==> src/wphf_pkg.sv <==
// Shared widths, constants, codes, control structs and the arctangent table.
package wphf_pkg;

  localparam int unsigned SLOT_W     = 4;
  localparam int unsigned NUM_SLOTS  = 16;
  localparam int unsigned POS_W      = 16;
  localparam int unsigned YAW_W      = 15;
  localparam int unsigned SPEED_W    = 16;
  localparam int unsigned RATE_W     = 16;
  localparam int unsigned GAIN_W     = 16;
  localparam int unsigned LIM_W      = 15;
  localparam int unsigned SLOW_W     = 14;
  localparam int unsigned LEN_W      = 5;
  localparam int unsigned CFG_IDX_W  = 3;
  localparam int unsigned CFG_DATA_W = 16;

  localparam int unsigned DELTA_W      = POS_W + 1;
  localparam int unsigned SQ_W         = 2 * POS_W;
  localparam int unsigned CORDIC_STEPS = 14;
  localparam int unsigned STEP_W       = $clog2(CORDIC_STEPS);
  localparam int unsigned PRESCALE_SH  = 8;
  localparam int unsigned CORDIC_W     = DELTA_W + PRESCALE_SH + 3;
  localparam int unsigned ANG_W        = 16;
  localparam int unsigned ERR_W        = 17;
  localparam int unsigned PROD_W       = GAIN_W + 1 + ERR_W;
  localparam int unsigned FRAC_SH      = 12;

  localparam int PI_Q12      = 12868;
  localparam int HALF_PI_Q12 = 6434;
  localparam int ROUND_HALF  = 2048;

  localparam logic CMD_LOAD = 1'b0;
  localparam logic CMD_POSE = 1'b1;

  typedef enum logic [CFG_IDX_W-1:0] {
    CFG_CRUISE = 3'd0,
    CFG_RADIUS = 3'd1,
    CFG_GAIN   = 3'd2,
    CFG_LIMIT  = 3'd3,
    CFG_SLOW   = 3'd4,
    CFG_LOOP   = 3'd5,
    CFG_LENGTH = 3'd6
  } cfg_idx_e;

  // Commands from the sequencer to the datapath
  typedef struct packed {
    logic load_write;
    logic pose_latch;
    logic delta;
    logic square;
    logic advance;
    logic cinit;
    logic citer;
    logic err;
    logic mul;
    logic out_load;
    logic out_finish;
  } wphf_cmd_t;

  // Status from the datapath to the sequencer
  typedef struct packed {
    logic arrive;
    logic finish;
    logic cordic_last;
  } wphf_sts_t;

  // Rounded Q3.12 arctangent of 2^-i
  function automatic logic signed [ANG_W-1:0] atan_q12(input logic [4:0] idx);
    logic signed [ANG_W-1:0] a;
    case (idx)
      5'd0:    a = 16'sd3217;
      5'd1:    a = 16'sd1899;
      5'd2:    a = 16'sd1003;
      5'd3:    a = 16'sd509;
      5'd4:    a = 16'sd256;
      5'd5:    a = 16'sd128;
      5'd6:    a = 16'sd64;
      5'd7:    a = 16'sd32;
      5'd8:    a = 16'sd16;
      5'd9:    a = 16'sd8;
      5'd10:   a = 16'sd4;
      5'd11:   a = 16'sd2;
      5'd12:   a = 16'sd1;
      default: a = 16'sd0;
    endcase
    return a;
  endfunction

endpackage

==> src/wphf_in_if.sv <==
// Input channel: load and pose requests with valid/ready handshake.
interface wphf_in_if;
  logic                                  valid;
  logic                                  ready;
  logic                                  command;
  logic [wphf_pkg::SLOT_W-1:0]           slot;
  logic signed [wphf_pkg::POS_W-1:0]     way_x;
  logic signed [wphf_pkg::POS_W-1:0]     way_y;
  logic signed [wphf_pkg::POS_W-1:0]     pose_x;
  logic signed [wphf_pkg::POS_W-1:0]     pose_y;
  logic signed [wphf_pkg::YAW_W-1:0]     pose_yaw;

  modport source (output valid, command, slot, way_x, way_y, pose_x, pose_y, pose_yaw,
                  input ready);
  modport sink (input valid, command, slot, way_x, way_y, pose_x, pose_y, pose_yaw,
                output ready);
endinterface

==> src/wphf_out_if.sv <==
// Output channel: steering command requests with valid/ready handshake.
interface wphf_out_if;
  logic                                  valid;
  logic                                  ready;
  logic [wphf_pkg::SPEED_W-1:0]          forward_speed;
  logic signed [wphf_pkg::RATE_W-1:0]    turn_rate;
  logic [wphf_pkg::SLOT_W-1:0]           target_slot;
  logic                                  finished;

  modport source (output valid, forward_speed, turn_rate, target_slot, finished,
                  input ready);
  modport sink (input valid, forward_speed, turn_rate, target_slot, finished,
                output ready);
endinterface

==> src/wphf_ctrl.sv <==
// Sequencer: steps one pose request through fetch, arrival check, CORDIC and output.
module wphf_ctrl (
  input  logic                clk_i,
  input  logic                rst_ni,
  input  logic                in_valid_i,
  input  logic                in_command_i,
  output logic                in_ready_o,
  output logic                out_valid_o,
  input  logic                out_ready_i,
  input  wphf_pkg::wphf_sts_t sts_i,
  output wphf_pkg::wphf_cmd_t cmd_o
);

  typedef enum logic [3:0] {
    ST_IDLE,
    ST_FETCH,
    ST_DELTA,
    ST_SQUARE,
    ST_CHECK,
    ST_CINIT,
    ST_CITER,
    ST_ERR,
    ST_MUL,
    ST_OUT
  } state_e;

  state_e state_q;
  logic   second_q;
  logic   halted_q;
  logic   finish_q;
  logic   out_valid_q;
  logic   in_fire;
  logic   out_free;

  assign in_ready_o  = (state_q == ST_IDLE);
  assign in_fire     = in_valid_i && in_ready_o;
  assign out_free    = !out_valid_q || out_ready_i;
  assign out_valid_o = out_valid_q;

  always_comb begin
    cmd_o            = '0;
    cmd_o.load_write = in_fire && (in_command_i == wphf_pkg::CMD_LOAD);
    cmd_o.pose_latch = in_fire && (in_command_i == wphf_pkg::CMD_POSE) && !halted_q;
    cmd_o.delta      = (state_q == ST_DELTA);
    cmd_o.square     = (state_q == ST_SQUARE);
    cmd_o.advance    = (state_q == ST_CHECK) && sts_i.arrive && !sts_i.finish;
    cmd_o.cinit      = (state_q == ST_CINIT);
    cmd_o.citer      = (state_q == ST_CITER);
    cmd_o.err        = (state_q == ST_ERR);
    cmd_o.mul        = (state_q == ST_MUL);
    cmd_o.out_load   = (state_q == ST_OUT) && out_free;
    cmd_o.out_finish = finish_q;
  end

  always_ff @(posedge clk_i or negedge rst_ni) begin
    if (!rst_ni) begin
      state_q     <= ST_IDLE;
      second_q    <= 1'b0;
      halted_q    <= 1'b0;
      finish_q    <= 1'b0;
      out_valid_q <= 1'b0;
    end else begin
      if ((state_q == ST_OUT) && out_free) begin
        out_valid_q <= 1'b1;
      end else if (out_valid_q && out_ready_i) begin
        out_valid_q <= 1'b0;
      end
      unique case (state_q)
        ST_IDLE: begin
          if (cmd_o.pose_latch) begin
            second_q <= 1'b0;
            finish_q <= 1'b0;
            state_q  <= ST_FETCH;
          end
        end
        ST_FETCH: state_q <= ST_DELTA;
        ST_DELTA: state_q <= second_q ? ST_CINIT : ST_SQUARE;
        ST_SQUARE: state_q <= ST_CHECK;
        ST_CHECK: begin
          if (sts_i.finish) begin
            // last waypoint reached with looping off: stop for good
            halted_q <= 1'b1;
            finish_q <= 1'b1;
            state_q  <= ST_OUT;
          end else if (sts_i.arrive) begin
            second_q <= 1'b1;
            state_q  <= ST_FETCH;
          end else begin
            state_q <= ST_CINIT;
          end
        end
        ST_CINIT: state_q <= ST_CITER;
        ST_CITER: begin
          if (sts_i.cordic_last) begin
            state_q <= ST_ERR;
          end
        end
        ST_ERR: state_q <= ST_MUL;
        ST_MUL: state_q <= ST_OUT;
        ST_OUT: begin
          // hold until the output register is free
          if (out_free) begin
            state_q <= ST_IDLE;
          end
        end
        default: state_q <= ST_IDLE;
      endcase
    end
  end

endmodule

==> src/wphf_dp.sv <==
// Datapath: config registers, route table, distance check, CORDIC atan2, rate law.
module wphf_dp (
  input  logic                                   clk_i,
  input  logic                                   rst_ni,
  input  wphf_pkg::wphf_cmd_t                    cmd_i,
  output wphf_pkg::wphf_sts_t                    sts_o,
  input  logic                                   cfg_we_i,
  input  logic [wphf_pkg::CFG_IDX_W-1:0]         cfg_idx_i,
  input  logic [wphf_pkg::CFG_DATA_W-1:0]        cfg_wdata_i,
  input  logic [wphf_pkg::SLOT_W-1:0]            slot_i,
  input  logic signed [wphf_pkg::POS_W-1:0]      way_x_i,
  input  logic signed [wphf_pkg::POS_W-1:0]      way_y_i,
  input  logic signed [wphf_pkg::POS_W-1:0]      pose_x_i,
  input  logic signed [wphf_pkg::POS_W-1:0]      pose_y_i,
  input  logic signed [wphf_pkg::YAW_W-1:0]      pose_yaw_i,
  output logic [wphf_pkg::SPEED_W-1:0]           forward_speed_o,
  output logic signed [wphf_pkg::RATE_W-1:0]     turn_rate_o,
  output logic [wphf_pkg::SLOT_W-1:0]            target_slot_o,
  output logic                                   finished_o
);

  localparam int unsigned CW    = wphf_pkg::CORDIC_W;
  localparam int unsigned EW    = wphf_pkg::ERR_W;
  localparam int unsigned EXT_W = wphf_pkg::ERR_W + 1;
  localparam int unsigned PW    = wphf_pkg::PROD_W;
  localparam int unsigned RFW   = wphf_pkg::PROD_W + 1 - wphf_pkg::FRAC_SH;
  localparam int unsigned DW    = wphf_pkg::DELTA_W;
  localparam int unsigned SW    = wphf_pkg::STEP_W;
  localparam int unsigned AW    = wphf_pkg::ANG_W;

  localparam logic signed [EXT_W-1:0] PI_E     = EXT_W'(wphf_pkg::PI_Q12);
  localparam logic signed [EXT_W-1:0] TWO_PI_E = EXT_W'(2 * wphf_pkg::PI_Q12);
  localparam logic signed [AW-1:0]    HALF_PI  = AW'(wphf_pkg::HALF_PI_Q12);

  // configuration
  logic [wphf_pkg::SPEED_W-1:0] cruise_q;
  logic [wphf_pkg::POS_W-1:0]   radius_q;
  logic [wphf_pkg::GAIN_W-1:0]  gain_q;
  logic [wphf_pkg::LIM_W-1:0]   limit_q;
  logic [wphf_pkg::SLOW_W-1:0]  slow_q;
  logic                         loop_q;
  logic [wphf_pkg::LEN_W-1:0]   length_q;

  always_ff @(posedge clk_i or negedge rst_ni) begin
    if (!rst_ni) begin
      cruise_q <= 16'd128;
      radius_q <= 16'd77;
      gain_q   <= 16'd6144;
      limit_q  <= 15'd6144;
      slow_q   <= 14'd3277;
      loop_q   <= 1'b1;
      length_q <= 5'd4;
    end else if (cfg_we_i) begin
      unique case (wphf_pkg::cfg_idx_e'(cfg_idx_i))
        wphf_pkg::CFG_CRUISE: cruise_q <= cfg_wdata_i;
        wphf_pkg::CFG_RADIUS: radius_q <= cfg_wdata_i;
        wphf_pkg::CFG_GAIN:   gain_q   <= cfg_wdata_i;
        wphf_pkg::CFG_LIMIT:  limit_q  <= cfg_wdata_i[wphf_pkg::LIM_W-1:0];
        wphf_pkg::CFG_SLOW:   slow_q   <= cfg_wdata_i[wphf_pkg::SLOW_W-1:0];
        wphf_pkg::CFG_LOOP:   loop_q   <= cfg_wdata_i[0];
        wphf_pkg::CFG_LENGTH: length_q <= cfg_wdata_i[wphf_pkg::LEN_W-1:0];
        default: ;
      endcase
    end
  end

  // saturate route length to [2, table depth]
  logic [wphf_pkg::LEN_W-1:0] len;
  always_comb begin
    if (length_q < 5'd2) begin
      len = 5'd2;
    end else if (length_q > 5'(wphf_pkg::NUM_SLOTS)) begin
      len = 5'(wphf_pkg::NUM_SLOTS);
    end else begin
      len = length_q;
    end
  end

  // route table and target pointer
  logic [2*wphf_pkg::POS_W-1:0] route_mem [wphf_pkg::NUM_SLOTS];
  logic [2*wphf_pkg::POS_W-1:0] rd_q;
  logic [wphf_pkg::SLOT_W-1:0]  target_q;
  logic                         last;

  always_ff @(posedge clk_i) begin
    if (cmd_i.load_write) begin
      route_mem[slot_i] <= {way_y_i, way_x_i};
    end
    rd_q <= route_mem[target_q];
  end

  assign last = ({1'b0, target_q} + 5'd1) >= len;

  always_ff @(posedge clk_i or negedge rst_ni) begin
    if (!rst_ni) begin
      target_q <= '0;
    end else if (cmd_i.advance) begin
      target_q <= last ? '0 : target_q + 1'b1;
    end
  end

  // pose capture and deltas
  logic signed [wphf_pkg::POS_W-1:0] px_q, py_q;
  logic signed [wphf_pkg::YAW_W-1:0] yaw_q;
  logic signed [DW-1:0]              dx_q, dy_q, dx_d, dy_d;
  logic signed [wphf_pkg::POS_W-1:0] wx, wy;
  logic                              zero_q;

  assign wx   = $signed(rd_q[wphf_pkg::POS_W-1:0]);
  assign wy   = $signed(rd_q[2*wphf_pkg::POS_W-1:wphf_pkg::POS_W]);
  assign dx_d = DW'(wx) - DW'(px_q);
  assign dy_d = DW'(wy) - DW'(py_q);

  always_ff @(posedge clk_i) begin
    if (cmd_i.pose_latch) begin
      px_q  <= pose_x_i;
      py_q  <= pose_y_i;
      yaw_q <= pose_yaw_i;
    end
    if (cmd_i.delta) begin
      dx_q   <= dx_d;
      dy_q   <= dy_d;
      zero_q <= (dx_d == '0) && (dy_d == '0);
    end
  end

  // squared distance against squared radius
  logic signed [2*DW-1:0]       dxx, dyy;
  logic [wphf_pkg::SQ_W-1:0]    dx2_q, dy2_q, r2_q;

  assign dxx = dx_q * dx_q;
  assign dyy = dy_q * dy_q;

  always_ff @(posedge clk_i) begin
    if (cmd_i.square) begin
      dx2_q <= dxx[wphf_pkg::SQ_W-1:0];
      dy2_q <= dyy[wphf_pkg::SQ_W-1:0];
      r2_q  <= radius_q * radius_q;
    end
  end

  assign sts_o.arrive = ({1'b0, dx2_q} + {1'b0, dy2_q}) < {1'b0, r2_q};
  assign sts_o.finish = sts_o.arrive && last && !loop_q;

  // vectoring CORDIC, one micro-rotation per cycle
  logic signed [CW-1:0] cx_q, cy_q, xe, ye, xs, ys;
  logic signed [AW-1:0] cz_q, ang;
  logic [SW-1:0]        iter_q;

  assign xe  = CW'(dx_q) <<< wphf_pkg::PRESCALE_SH;
  assign ye  = CW'(dy_q) <<< wphf_pkg::PRESCALE_SH;
  assign xs  = cx_q >>> iter_q;
  assign ys  = cy_q >>> iter_q;
  assign ang = wphf_pkg::atan_q12(5'(iter_q));
  assign sts_o.cordic_last = (iter_q == SW'(wphf_pkg::CORDIC_STEPS - 1));

  always_ff @(posedge clk_i) begin
    if (cmd_i.cinit) begin
      iter_q <= '0;
      // rotate into the right half plane first
      if (!xe[CW-1]) begin
        cx_q <= xe;
        cy_q <= ye;
        cz_q <= '0;
      end else if (!ye[CW-1]) begin
        cx_q <= ye;
        cy_q <= -xe;
        cz_q <= HALF_PI;
      end else begin
        cx_q <= -ye;
        cy_q <= xe;
        cz_q <= -HALF_PI;
      end
    end else if (cmd_i.citer) begin
      iter_q <= iter_q + 1'b1;
      if (!cy_q[CW-1]) begin
        cx_q <= cx_q + ys;
        cy_q <= cy_q - xs;
        cz_q <= cz_q + ang;
      end else begin
        cx_q <= cx_q - ys;
        cy_q <= cy_q + xs;
        cz_q <= cz_q - ang;
      end
    end
  end

  // heading error wrapped into (-pi, pi]
  logic signed [EXT_W-1:0] e_raw, e_wrap;
  logic signed [EW-1:0]    err_q;

  always_comb begin
    e_raw = (zero_q ? '0 : EXT_W'(cz_q)) - EXT_W'(yaw_q);
    if (e_raw > PI_E) begin
      e_wrap = e_raw - TWO_PI_E;
    end else if (e_raw <= -PI_E) begin
      e_wrap = e_raw + TWO_PI_E;
    end else begin
      e_wrap = e_raw;
    end
  end

  logic signed [PW-1:0] prod_q;

  always_ff @(posedge clk_i) begin
    if (cmd_i.err) begin
      err_q <= e_wrap[EW-1:0];
    end
    if (cmd_i.mul) begin
      prod_q <= $signed({1'b0, gain_q}) * err_q;
    end
  end

  // round, shift and clamp the rate; gate speed on error magnitude
  logic signed [PW:0]      rsum;
  logic signed [RFW-1:0]   rate_full, lim_s, rate_c;
  logic [EW-1:0]           abs_err;
  logic [wphf_pkg::SPEED_W-1:0] speed;

  always_comb begin
    rsum      = (PW+1)'(prod_q) + (PW+1)'(wphf_pkg::ROUND_HALF);
    rate_full = $signed(rsum[PW:wphf_pkg::FRAC_SH]);
    lim_s     = $signed(RFW'(limit_q));
    if (rate_full > lim_s) begin
      rate_c = lim_s;
    end else if (rate_full < -lim_s) begin
      rate_c = -lim_s;
    end else begin
      rate_c = rate_full;
    end
    abs_err = err_q[EW-1] ? EW'(-err_q) : EW'(err_q);
    speed   = (abs_err < EW'(slow_q)) ? cruise_q : '0;
  end

  always_ff @(posedge clk_i) begin
    if (cmd_i.out_load) begin
      target_slot_o <= target_q;
      if (cmd_i.out_finish) begin
        forward_speed_o <= '0;
        turn_rate_o     <= '0;
        finished_o      <= 1'b1;
      end else begin
        forward_speed_o <= speed;
        turn_rate_o     <= rate_c[wphf_pkg::RATE_W-1:0];
        finished_o      <= 1'b0;
      end
    end
  end

endmodule

==> src/waypoint_heading_follower.sv <==
// Waypoint follower top level: sequencer plus datapath behind two handshake channels.
// A pose result waits on the 14-step iterative CORDIC, longer when the target advances
// (fetch and delta repeat); the final stop skips the CORDIC.
// The next request enters the cycle after the result is loaded, so one pose is in flight
// at a time; a waiting result holds only ST_OUT.
// Reset clears target and halt flag and sets config registers to defaults; the route table is not cleared.
module waypoint_heading_follower (
  input  logic                             clk_i,
  input  logic                             rst_ni,
  wphf_in_if.sink                          req_i,
  wphf_out_if.source                       res_o,
  input  logic                             cfg_we_i,
  input  logic [wphf_pkg::CFG_IDX_W-1:0]   cfg_idx_i,
  input  logic [wphf_pkg::CFG_DATA_W-1:0]  cfg_wdata_i
);

  wphf_pkg::wphf_cmd_t cmd;
  wphf_pkg::wphf_sts_t sts;

  wphf_ctrl u_ctrl (
    .clk_i        (clk_i),
    .rst_ni       (rst_ni),
    .in_valid_i   (req_i.valid),
    .in_command_i (req_i.command),
    .in_ready_o   (req_i.ready),
    .out_valid_o  (res_o.valid),
    .out_ready_i  (res_o.ready),
    .sts_i        (sts),
    .cmd_o        (cmd)
  );

  wphf_dp u_dp (
    .clk_i           (clk_i),
    .rst_ni          (rst_ni),
    .cmd_i           (cmd),
    .sts_o           (sts),
    .cfg_we_i        (cfg_we_i),
    .cfg_idx_i       (cfg_idx_i),
    .cfg_wdata_i     (cfg_wdata_i),
    .slot_i          (req_i.slot),
    .way_x_i         (req_i.way_x),
    .way_y_i         (req_i.way_y),
    .pose_x_i        (req_i.pose_x),
    .pose_y_i        (req_i.pose_y),
    .pose_yaw_i      (req_i.pose_yaw),
    .forward_speed_o (res_o.forward_speed),
    .turn_rate_o     (res_o.turn_rate),
    .target_slot_o   (res_o.target_slot),
    .finished_o      (res_o.finished)
  );

  a_finish_is_stop: assert property (@(posedge clk_i) disable iff (!rst_ni)
    res_o.valid && res_o.finished |-> res_o.forward_speed == '0 && res_o.turn_rate == '0)
    else $error("finish result carries a nonzero command");

  a_silent_after_finish: assert property (@(posedge clk_i) disable iff (!rst_ni)
    res_o.valid && res_o.ready && res_o.finished |=> !res_o.valid)
    else $error("result issued after finish");

  a_rate_in_range: assert property (@(posedge clk_i) disable iff (!rst_ni)
    res_o.valid |-> res_o.turn_rate != 16'sh8000)
    else $error("turn rate outside clamp range");

endmodule
==> src/flat_wrapper.sv <==
// flat-port wrapper written by rule: the top's interface ports become plain ports
module waypoint_heading_follower_flat 
  (clk_i, rst_ni, cfg_we_i, cfg_idx_i, cfg_wdata_i, req_i_valid, req_i_command, req_i_slot, req_i_way_x, req_i_way_y, req_i_pose_x, req_i_pose_y, req_i_pose_yaw, req_i_ready, res_o_valid, res_o_forward_speed, res_o_turn_rate, res_o_target_slot, res_o_finished, res_o_ready);
  wphf_in_if req_i_i ();
  wphf_out_if res_o_i ();
  input  logic clk_i;
  input  logic rst_ni;
  input  logic cfg_we_i;
  input  logic [wphf_pkg::CFG_IDX_W-1:0] cfg_idx_i;
  input  logic [wphf_pkg::CFG_DATA_W-1:0] cfg_wdata_i;
  input wire logic [$bits(req_i_i.valid)-1:0] req_i_valid;
  input wire logic [$bits(req_i_i.command)-1:0] req_i_command;
  input wire logic [$bits(req_i_i.slot)-1:0] req_i_slot;
  input wire logic [$bits(req_i_i.way_x)-1:0] req_i_way_x;
  input wire logic [$bits(req_i_i.way_y)-1:0] req_i_way_y;
  input wire logic [$bits(req_i_i.pose_x)-1:0] req_i_pose_x;
  input wire logic [$bits(req_i_i.pose_y)-1:0] req_i_pose_y;
  input wire logic [$bits(req_i_i.pose_yaw)-1:0] req_i_pose_yaw;
  output wire logic [$bits(req_i_i.ready)-1:0] req_i_ready;
  output wire logic [$bits(res_o_i.valid)-1:0] res_o_valid;
  output wire logic [$bits(res_o_i.forward_speed)-1:0] res_o_forward_speed;
  output wire logic [$bits(res_o_i.turn_rate)-1:0] res_o_turn_rate;
  output wire logic [$bits(res_o_i.target_slot)-1:0] res_o_target_slot;
  output wire logic [$bits(res_o_i.finished)-1:0] res_o_finished;
  input wire logic [$bits(res_o_i.ready)-1:0] res_o_ready;
  assign req_i_i.valid = req_i_valid;
  assign req_i_i.command = req_i_command;
  assign req_i_i.slot = req_i_slot;
  assign req_i_i.way_x = req_i_way_x;
  assign req_i_i.way_y = req_i_way_y;
  assign req_i_i.pose_x = req_i_pose_x;
  assign req_i_i.pose_y = req_i_pose_y;
  assign req_i_i.pose_yaw = req_i_pose_yaw;
  assign req_i_ready = req_i_i.ready;
  assign res_o_valid = res_o_i.valid;
  assign res_o_forward_speed = res_o_i.forward_speed;
  assign res_o_turn_rate = res_o_i.turn_rate;
  assign res_o_target_slot = res_o_i.target_slot;
  assign res_o_finished = res_o_i.finished;
  assign res_o_i.ready = res_o_ready;
  waypoint_heading_follower u_core (.clk_i(clk_i), .rst_ni(rst_ni), .req_i(req_i_i), .res_o(res_o_i), .cfg_we_i(cfg_we_i), .cfg_idx_i(cfg_idx_i), .cfg_wdata_i(cfg_wdata_i));
endmodule
==> config.mk <==
export PLATFORM = sky130hd
export DESIGN_NAME = waypoint_heading_follower_flat
export DESIGN_NICKNAME = d
export VERILOG_FILES = /design/src/wphf_pkg.sv /design/src/wphf_in_if.sv /design/src/wphf_out_if.sv /design/src/wphf_ctrl.sv /design/src/wphf_dp.sv /design/src/waypoint_heading_follower.sv /design/src/flat_wrapper.sv
export SDC_FILE = /design/constraint.sdc
export NUM_CORES = 2
export LEC_CHECK = 0
export BUFFER_PORTS_ARGS = -buffer_cell sky130_fd_sc_hd__buf_2
export CORE_MARGIN = 4
export CORE_UTILIZATION = 51
export DETAILED_ROUTE_END_ITERATION = 8
export PLACE_DENSITY = 0.75
export SYNTH_ARGS = -nofsm -noshare
export SYNTH_HDL_FRONTEND = slang
export SYNTH_SLANG_ARGS = --single-unit
==> constraint.sdc <==
create_clock -name clk_i -period 22.5 [get_ports clk_i]
set_input_delay 4.5 -clock clk_i [delete_from_list [all_inputs] [get_ports clk_i]]
set_output_delay 4.5 -clock clk_i [all_outputs]
set_load 0.02 [all_outputs]
**Word level (Yosys, flattened, before mapping)**

Memory sizes are Yosys's and may differ from the RTL's. A register that Yosys moved wholly into a read port is not among the register bits.
Cells that the tools add are included.

- Register bits: 437
- RAM bits: 512
- ROM bits: 192
- Input bits: 108
- Memories: 2

- $add $sub $neg: 20
- $mul: 4
- Magnitude comparators: 9
- Equal/unequal tests: 22
- Shift operators: 2
- Muxes and demuxes: 44
- Bitwise operators: 2
- Reduce and logical (&&, ||, !) cells: 36

Memories:

| memory | words | bits a word | rd ports | clocked after memory_dff | wr ports | RTL line | text |
|---|---|---|---|---|---|---|---|
| u_core.u_dp.route_mem | 16 | 32 | 1 | 1 | 1 | wphf_dp.sv:80 | `logic [2*wphf_pkg::POS_W-1:0] route_mem [wphf_pkg::NUM_SLOTS];` |
| (name not given) | 16 | 12 | 1 | 1 | 0 | wphf_pkg.sv:70 | `case (idx)` |

Operators by type and width:

| operator | number |
|---|---|
| two-way mux 28 bit | 10 |
| two-way mux 16 bit | 6 |
| multiplier 17 x 17 -> 32 bit | 2 |
| adder 28 bit | 2 |
| negation 25 -> 28 bit | 2 |
| >>> shifter 28 x 4 -> 28 bit | 2 |
| subtractor 28 bit | 2 |
| two-way mux 17 bit | 3 |
| one-hot mux 4 bit (10 select lines) | 1 |
| adder 34 x 13 -> 35 bit, second input constant | 1 |
| zero test 17 bit | 2 |
| multiplier 17 x 17 -> 34 bit | 1 |
| subtractor 16 x 16 -> 17 bit | 2 |
| adder 32 x 32 -> 33 bit | 1 |
| < comparator 33 x 32 -> 1 bit | 1 |
| multiplier 16 x 16 -> 32 bit | 1 |
| two-way mux 4 bit | 7 |
| > comparator 23 x 16 -> 1 bit | 1 |
| < comparator 23 bit | 1 |
| negation 15 -> 23 bit | 1 |
| > comparator 18 x 15 -> 1 bit, second input constant | 1 |
| <= comparator 18 x 15 -> 1 bit, second input constant | 1 |
| two-way mux 18 bit | 1 |
| subtractor 18 bit | 1 |
| 36 further kinds | 86 |

**Longest topological paths before layout**

- Depth after elaboration: 8
- Gate-level depth with buffers: 27

**Modules after synthesis**

From an unflattened synthesis, not the netlist that was laid out.

- Cells, all modules: 7880
- Area total of the unflattened synthesis: 85389.4 um^2

By module, submodules not included:

| module | instances | cells each | area an instance (um^2) | sequential area each (um^2) |
|---|---|---|---|---|
| wphf_dp | 1 | 7818 | 84850.1 | 28264.6 |
| wphf_ctrl | 1 | 62 | 539.3 | 200.2 |

**Least setup slack after synthesis**

No wires, ideal clock.

- Path kind: input port to flip-flop
- Start: input req_i_slot[1]
- End: memory u_core.u_dp.route_mem[0][0] (netlist name) (enable)
- Library setup time: 461 ps
- Data arrival time: 7312 ps
- Data required time: 22039 ps
- Setup slack: 14727 ps
- Stages: 2
- Path buffers: 0
- Cell sequence: or4_1 -> nor3_1

RTL lines:

| element | RTL line | text |
|---|---|---|
| from (decl) | flat_wrapper.sv:13 | `input wire logic [$bits(req_i_i.slot)-1:0] req_i_slot;` |
| to (decl) | wphf_dp.sv:80 |  |

No word-level cell before the write port.

**Final worst setup path**

- Start: register u_core.u_dp.dx_q[16]
- End: register u_core.u_dp.dx2_q[31] (netlist name) (data pin)

- Longest elaborated chain between the ends: 1

Ends and longest elaborated chain:

| element | RTL line | text |
|---|---|---|
| from (decl) | wphf_dp.sv:105 | `logic signed [DW-1:0] dx_q, dy_q, dx_d, dy_d;` |
| from (signal assigned) | wphf_dp.sv:121 | `dx_q <= dx_d;` |
| multiplier 17 x 17 -> 32 bit | wphf_dp.sv:131 | `assign dxx = dx_q * dx_q;` |
| named net u_core.u_dp.dxx[31] | wphf_dp.sv:128 | `logic signed [2*DW-1:0] dxx, dyy;` |
| to (signal assigned) | wphf_dp.sv:136 | `dx2_q <= dxx[wphf_pkg::SQ_W-1:0];` |
| to (decl) | wphf_dp.sv:129 | `logic [wphf_pkg::SQ_W-1:0] dx2_q, dy2_q, r2_q;` |

The timed path passes the listed nets, and every way through them passes these cells.
A chain may end at the register's enable or synchronous reset.

==> flow_summary.rst <==
.. list-table::
   :header-rows: 1

   * - Metric
     - Value
   * - Clock transition at the registers of the reported paths
     - 0.06 ns
   * - Wirelength per Cell
     - 21.11 um
   * - Starting utilization of the core area
     - 51.37%
   * - Crit path cell chain
     - buf_4 > inv_1 > nor2_1 > fa_1 > inv_1 > fa_1 > inv_1 > fa_1 > fa_1 > fa_1 > inv_1 > fa_1 > inv_1 > ha_1 > a21oi_1 > a21boi_0 > or3b_2 > a211oi_1 > o21bai_1 > a21oi_1 > nand2b_1 > nand3_1 > a31oi_1 > xnor2_1
   * - Endpoints failing setup
     - 0
   * - Area inside the core boundary
     - 0.1672 mm^2
   * - Crit path max-delay family
     - adder cells
   * - Worst Hold Launch
     - u_core.u_ctrl.halted_q$_DFFE_PN0P_
   * - Leading register cell type out of synthesis
     - sky130_fd_sc_hd__edfxtp_1
   * - Critical path data arrival time
     - 7.98 ns
   * - Final hold slack
     - 0.4852 ns
   * - Mapped Area
     - 0.08590 mm^2
   * - Horizontal die dimension
     - 418.4 um
   * - Path depth of the worst reg2reg path
     - 24
   * - Total number of vias
     - 59.00k
   * - Post-cts resize count
     - 0
   * - Number of levels the H-tree was split into
     - 3
   * - Clock skew
     - 0.05691 ns
   * - Required time reported for the critical path endpoint
     - 22.97 ns
   * - Number of design rule violations left after detail routing
     - 0
   * - Most frequent cells in the layout
     - 1338 x sky130_fd_sc_hd__inv_1, 891 x sky130_fd_sc_hd__fa_1, 836 x sky130_fd_sc_hd__edfxtp_1, 647 x sky130_fd_sc_hd__ha_1, 635 x sky130_fd_sc_hd__nand2_1
   * - Count of cells along the worst hold path
     - 1
   * - Pin count of the biggest net entering global routing
     - 77
   * - Number of input and output port buffers inserted
     - 146
   * - Max-Slew Margin vs Limit
     - 13.07%
   * - Final hold vios
     - 0
   * - Area taken by flip-flops and latches
     - 0.02848 mm^2
   * - Fill cell instance count of the final layout
     - 13.68k
   * - Slew of the pin with the lowest slew margin
     - 1.297 ns
   * - Run status
     - completed
   * - Footprint of the multi-input gates
     - 0.05131 mm^2
   * - Post-route ant nets
     - 0
   * - Synth warnings
     - 0
   * - Root buf cell
     - sky130_fd_sc_hd__clkbuf_16
   * - Number of cells on the critical path
     - 24
   * - Share of the clock period used by the worst path after layout
     - 33.37%
   * - Die height
     - 418.4 um
   * - Number of violations reported at the end of detailed-routing iteration 0
     - 4577
   * - Per-instance average area after synthesis
     - 10.89 um^2
   * - Number of violations of the max-capacitance limit
     - 0
   * - Worst reg2reg setup slack
     - 14.99 ns
   * - Class of the tightest hold or removal check
     - reg -> reg
   * - Initial DRT Pass Iterations
     - 9
   * - Core utilization of the finished layout
     - 55.41%
   * - Synth Register Bits
     - 979
   * - Sink of the worst hold path
     - u_core.u_ctrl.halted_q$_DFFE_PN0P_
   * - Count of hold buffers inserted by post-cts repair
     - 0
   * - Post-synth EDFFs
     - 836
   * - Routed wire length
     - 216100 um
   * - Critical path class
     - reg -> reg
   * - Min Tclk post-route
     - 7.509 ns
   * - Max Fclk
     - 133.2 MHz
   * - Sum of overflow across all layers after global routing
     - 0
   * - Site Rows
     - 150
   * - Share of post-route cells with drive strength above 1
     - 9.075%
   * - Clock latency on the worst-skew pair
     - 0.73 ns
   * - Unique cell type count in the Yosys netlist
     - 105
   * - Number of buffers between clock root and the deepest sink
     - 3
   * - Max Transition Viols Final
     - 0
   * - Cell count after synthesis
     - 7887
   * - Worst Setup Start Kind
     - flop
   * - Number of primary I/O pins
     - 147
   * - Summed negative setup slack over all endpoints
     - 0 ns
   * - Setup repair bufs after CTS
     - 0
   * - Sequential cell area fraction in the yosys report
     - 33.14%
   * - Net count of the mapped netlist
     - 9533
   * - Largest stage delay on the critical path
     - 0.59 ns
   * - RR Startpoint
     - u_core.u_dp.dx_q[16]$_DFFE_PP_
   * - Most common cell after layout, fill and taps aside
     - sky130_fd_sc_hd__inv_1
   * - Unrepaired setup endpoints after global routing
     - no
   * - Final net count
     - 9569
   * - Category of the worst setup path capture point
     - flop
   * - Area growth from synthesis to final layout
     - 7.854%
   * - Capturing point of the worst reg2reg path
     - u_core.u_dp.dx2_q[31]$_DFFE_PP_
   * - Total die area
     - 0.1751 mm^2
   * - Number of buffers created by CTS
     - 103
   * - Share of synthesized registers carrying an async set or reset
     - 9.704%
   * - Cell occurring most often along the worst timing path
     - sky130_fd_sc_hd__fa_1
   * - Global-route wire length before repair
     - 341600 um
   * - Slowest-stage cell, CP
     - sky130_fd_sc_hd__buf_4
   * - Num Clock Sinks
     - 979
   * - Peak fanout along the critical path
     - 72
   * - Estimated wirelength of the detail-placed design
     - 160500 um
   * - All-layer global routing usage
     - 24.96%
   * - Global placement routability congestion
     - 0.9258
   * - Mean number of vias per cell
     - 5.765
   * - Antenna violations before repair
     - 32
   * - Clock tree from TritonCTS
     - built
   * - Via count of the first global-routing pass
     - 61.74k
   * - Worst path bufs/invs
     - 6
metal layers:
layer	track usage, %	wire (um)	vias up
li1	-	-	26550
met1	31.62	83890	29772
met2	42.34	106500	2149
met3	3.396	14330	514
met4	12.24	11300	10
met5	0	62	-
layout make-up:
type,count,area share (%)
well taps,2204,2.976
clock buffers,127,3.024
diodes,19,0.05132
repair buffers,219,1.383
multi-input cells,5268,55.38
flip-flops and latches,979,30.74
clock inverters,66,0.9656
inverters,1352,5.477
through the flow:
step | cells | setup WS [ns] | area [um^2]
2_1_floorplan | 7887 | 14.73 | 85900
4_1_cts | 10215 | 15.10 | 92600
5_1_grt | 10228 | 14.59 | 92640
3_3_place_gp | 10022 | 15.20 | 88910
3_5_place_dp | 10022 | 15.08 | 88910
6_report | 10234 | 14.99 | 92650
worst max path at each step:
stage / slack, ns / startpoint / end
after floorplan: 14.73 / req_i_slot[1] / u_core.u_dp.route_mem[0][0]$_DFFE_PP_
after global placement: 15.20 / u_core.u_dp.dx_q[16]$_DFFE_PP_ / u_core.u_dp.dx2_q[31]$_DFFE_PP_
after detailed placement: 15.08 / u_core.u_dp.dx_q[16]$_DFFE_PP_ / u_core.u_dp.dx2_q[31]$_DFFE_PP_
after CTS: 15.10 / u_core.u_dp.dx_q[16]$_DFFE_PP_ / u_core.u_dp.dx2_q[31]$_DFFE_PP_
after global routing: 14.59 / u_core.u_dp.dx_q[16]$_DFFE_PP_ / u_core.u_dp.dx2_q[31]$_DFFE_PP_
final: 14.99 / u_core.u_dp.dx_q[16]$_DFFE_PP_ / u_core.u_dp.dx2_q[31]$_DFFE_PP_
synth_stat cells, types with 35 or more instances:
cell	count	area [um^2]
sky130_fd_sc_hd__o21a_1	49	367.9
sky130_fd_sc_hd__nand3_1	69	345.3
sky130_fd_sc_hd__ha_1	647	8095
sky130_fd_sc_hd__a22oi_1	35	262.8
sky130_fd_sc_hd__dfxtp_1	48	960.9
sky130_fd_sc_hd__nor2b_1	81	506.7
sky130_fd_sc_hd__mux2_2	98	1104
sky130_fd_sc_hd__xor2_1	114	998.5
sky130_fd_sc_hd__nand2b_1	83	519.3
sky130_fd_sc_hd__and3_1	35	219.0
sky130_fd_sc_hd__nor2_1	350	1314
sky130_fd_sc_hd__clkbuf_1	233	874.6
sky130_fd_sc_hd__a211oi_1	41	307.8
sky130_fd_sc_hd__edfxtp_1	836	25100
sky130_fd_sc_hd__inv_1	1339	5026
sky130_fd_sc_hd__nor3_1	82	410.4
sky130_fd_sc_hd__a21oi_1	303	1516
sky130_fd_sc_hd__o211ai_1	43	322.8
sky130_fd_sc_hd__and2_1	300	1877
sky130_fd_sc_hd__o21ai_0	283	1416
sky130_fd_sc_hd__a221oi_1	36	315.3
sky130_fd_sc_hd__nand2_1	635	2384
sky130_fd_sc_hd__mux2i_1	160	1602
sky130_fd_sc_hd__a31oi_1	41	256.5
sky130_fd_sc_hd__xnor2_1	284	2487
sky130_fd_sc_hd__a21o_1	115	863.3
sky130_fd_sc_hd__fa_1	891	17840
sky130_fd_sc_hd__dfrtp_1	77	1927
sky130_fd_sc_hd__mux4_2	116	2613
worst reg2reg max path: stages (launching register included):
cell and delay [ns]:
sky130_fd_sc_hd__edfxtp_1 0.32, sky130_fd_sc_hd__buf_4 0.59, sky130_fd_sc_hd__inv_1 0.63, sky130_fd_sc_hd__nor2_1 0.27, sky130_fd_sc_hd__fa_1 0.44, sky130_fd_sc_hd__inv_1 0.09
sky130_fd_sc_hd__fa_1 0.41, sky130_fd_sc_hd__inv_1 0.08, sky130_fd_sc_hd__fa_1 0.42, sky130_fd_sc_hd__fa_1 0.47, sky130_fd_sc_hd__fa_1 0.49, sky130_fd_sc_hd__inv_1 0.05
sky130_fd_sc_hd__fa_1 0.48, sky130_fd_sc_hd__inv_1 0.04, sky130_fd_sc_hd__ha_1 0.31, sky130_fd_sc_hd__a21oi_1 0.10, sky130_fd_sc_hd__a21boi_0 0.16, sky130_fd_sc_hd__or3b_2 0.48
sky130_fd_sc_hd__a211oi_1 0.38, sky130_fd_sc_hd__o21bai_1 0.19, sky130_fd_sc_hd__a21oi_1 0.32, sky130_fd_sc_hd__nand2b_1 0.22, sky130_fd_sc_hd__nand3_1 0.11, sky130_fd_sc_hd__a31oi_1 0.18
sky130_fd_sc_hd__xnor2_1 0.09
sequential cells by signal (all words and copies together) (netlist names), 17 cells and up:
signal and count:
u_core.u_dp.route_mem 512, u_core.u_dp.dx_q 17, u_core.u_dp.rd_q 32, u_core.u_dp.dy2_q 31, u_core.u_dp.cy_q 28, u_core.u_dp.err_q 17
u_core.u_dp.r2_q 31, u_core.u_dp.dy_q 17, u_core.u_dp.prod_q 23, u_core.u_dp.dx2_q 31, u_core.u_dp.cx_q 28
logic make-up (layout without fill, tap and decap cells):
family / count (synthesis) / after routing / synth area share [%]
AND/OR/NAND/NOR: 1796 / 1796 / 10.16
buffers and inverters: 1640 / 1764 / 7.345
adder cells (fa/ha/maj): 1538 / 1538 / 30.19
AO/OA/AOI/OAI: 1151 / 1151 / 8.623
flip-flops: 979 / 979 / 33.14
XOR/XNOR: 399 / 399 / 4.077
multiplexers: 384 / 384 / 6.474
other: 0 / 19 / 0
Power is left out: the tool's default activity adds up to more than one toggle a clock period on the data nets, which glitch-free logic cannot reach.
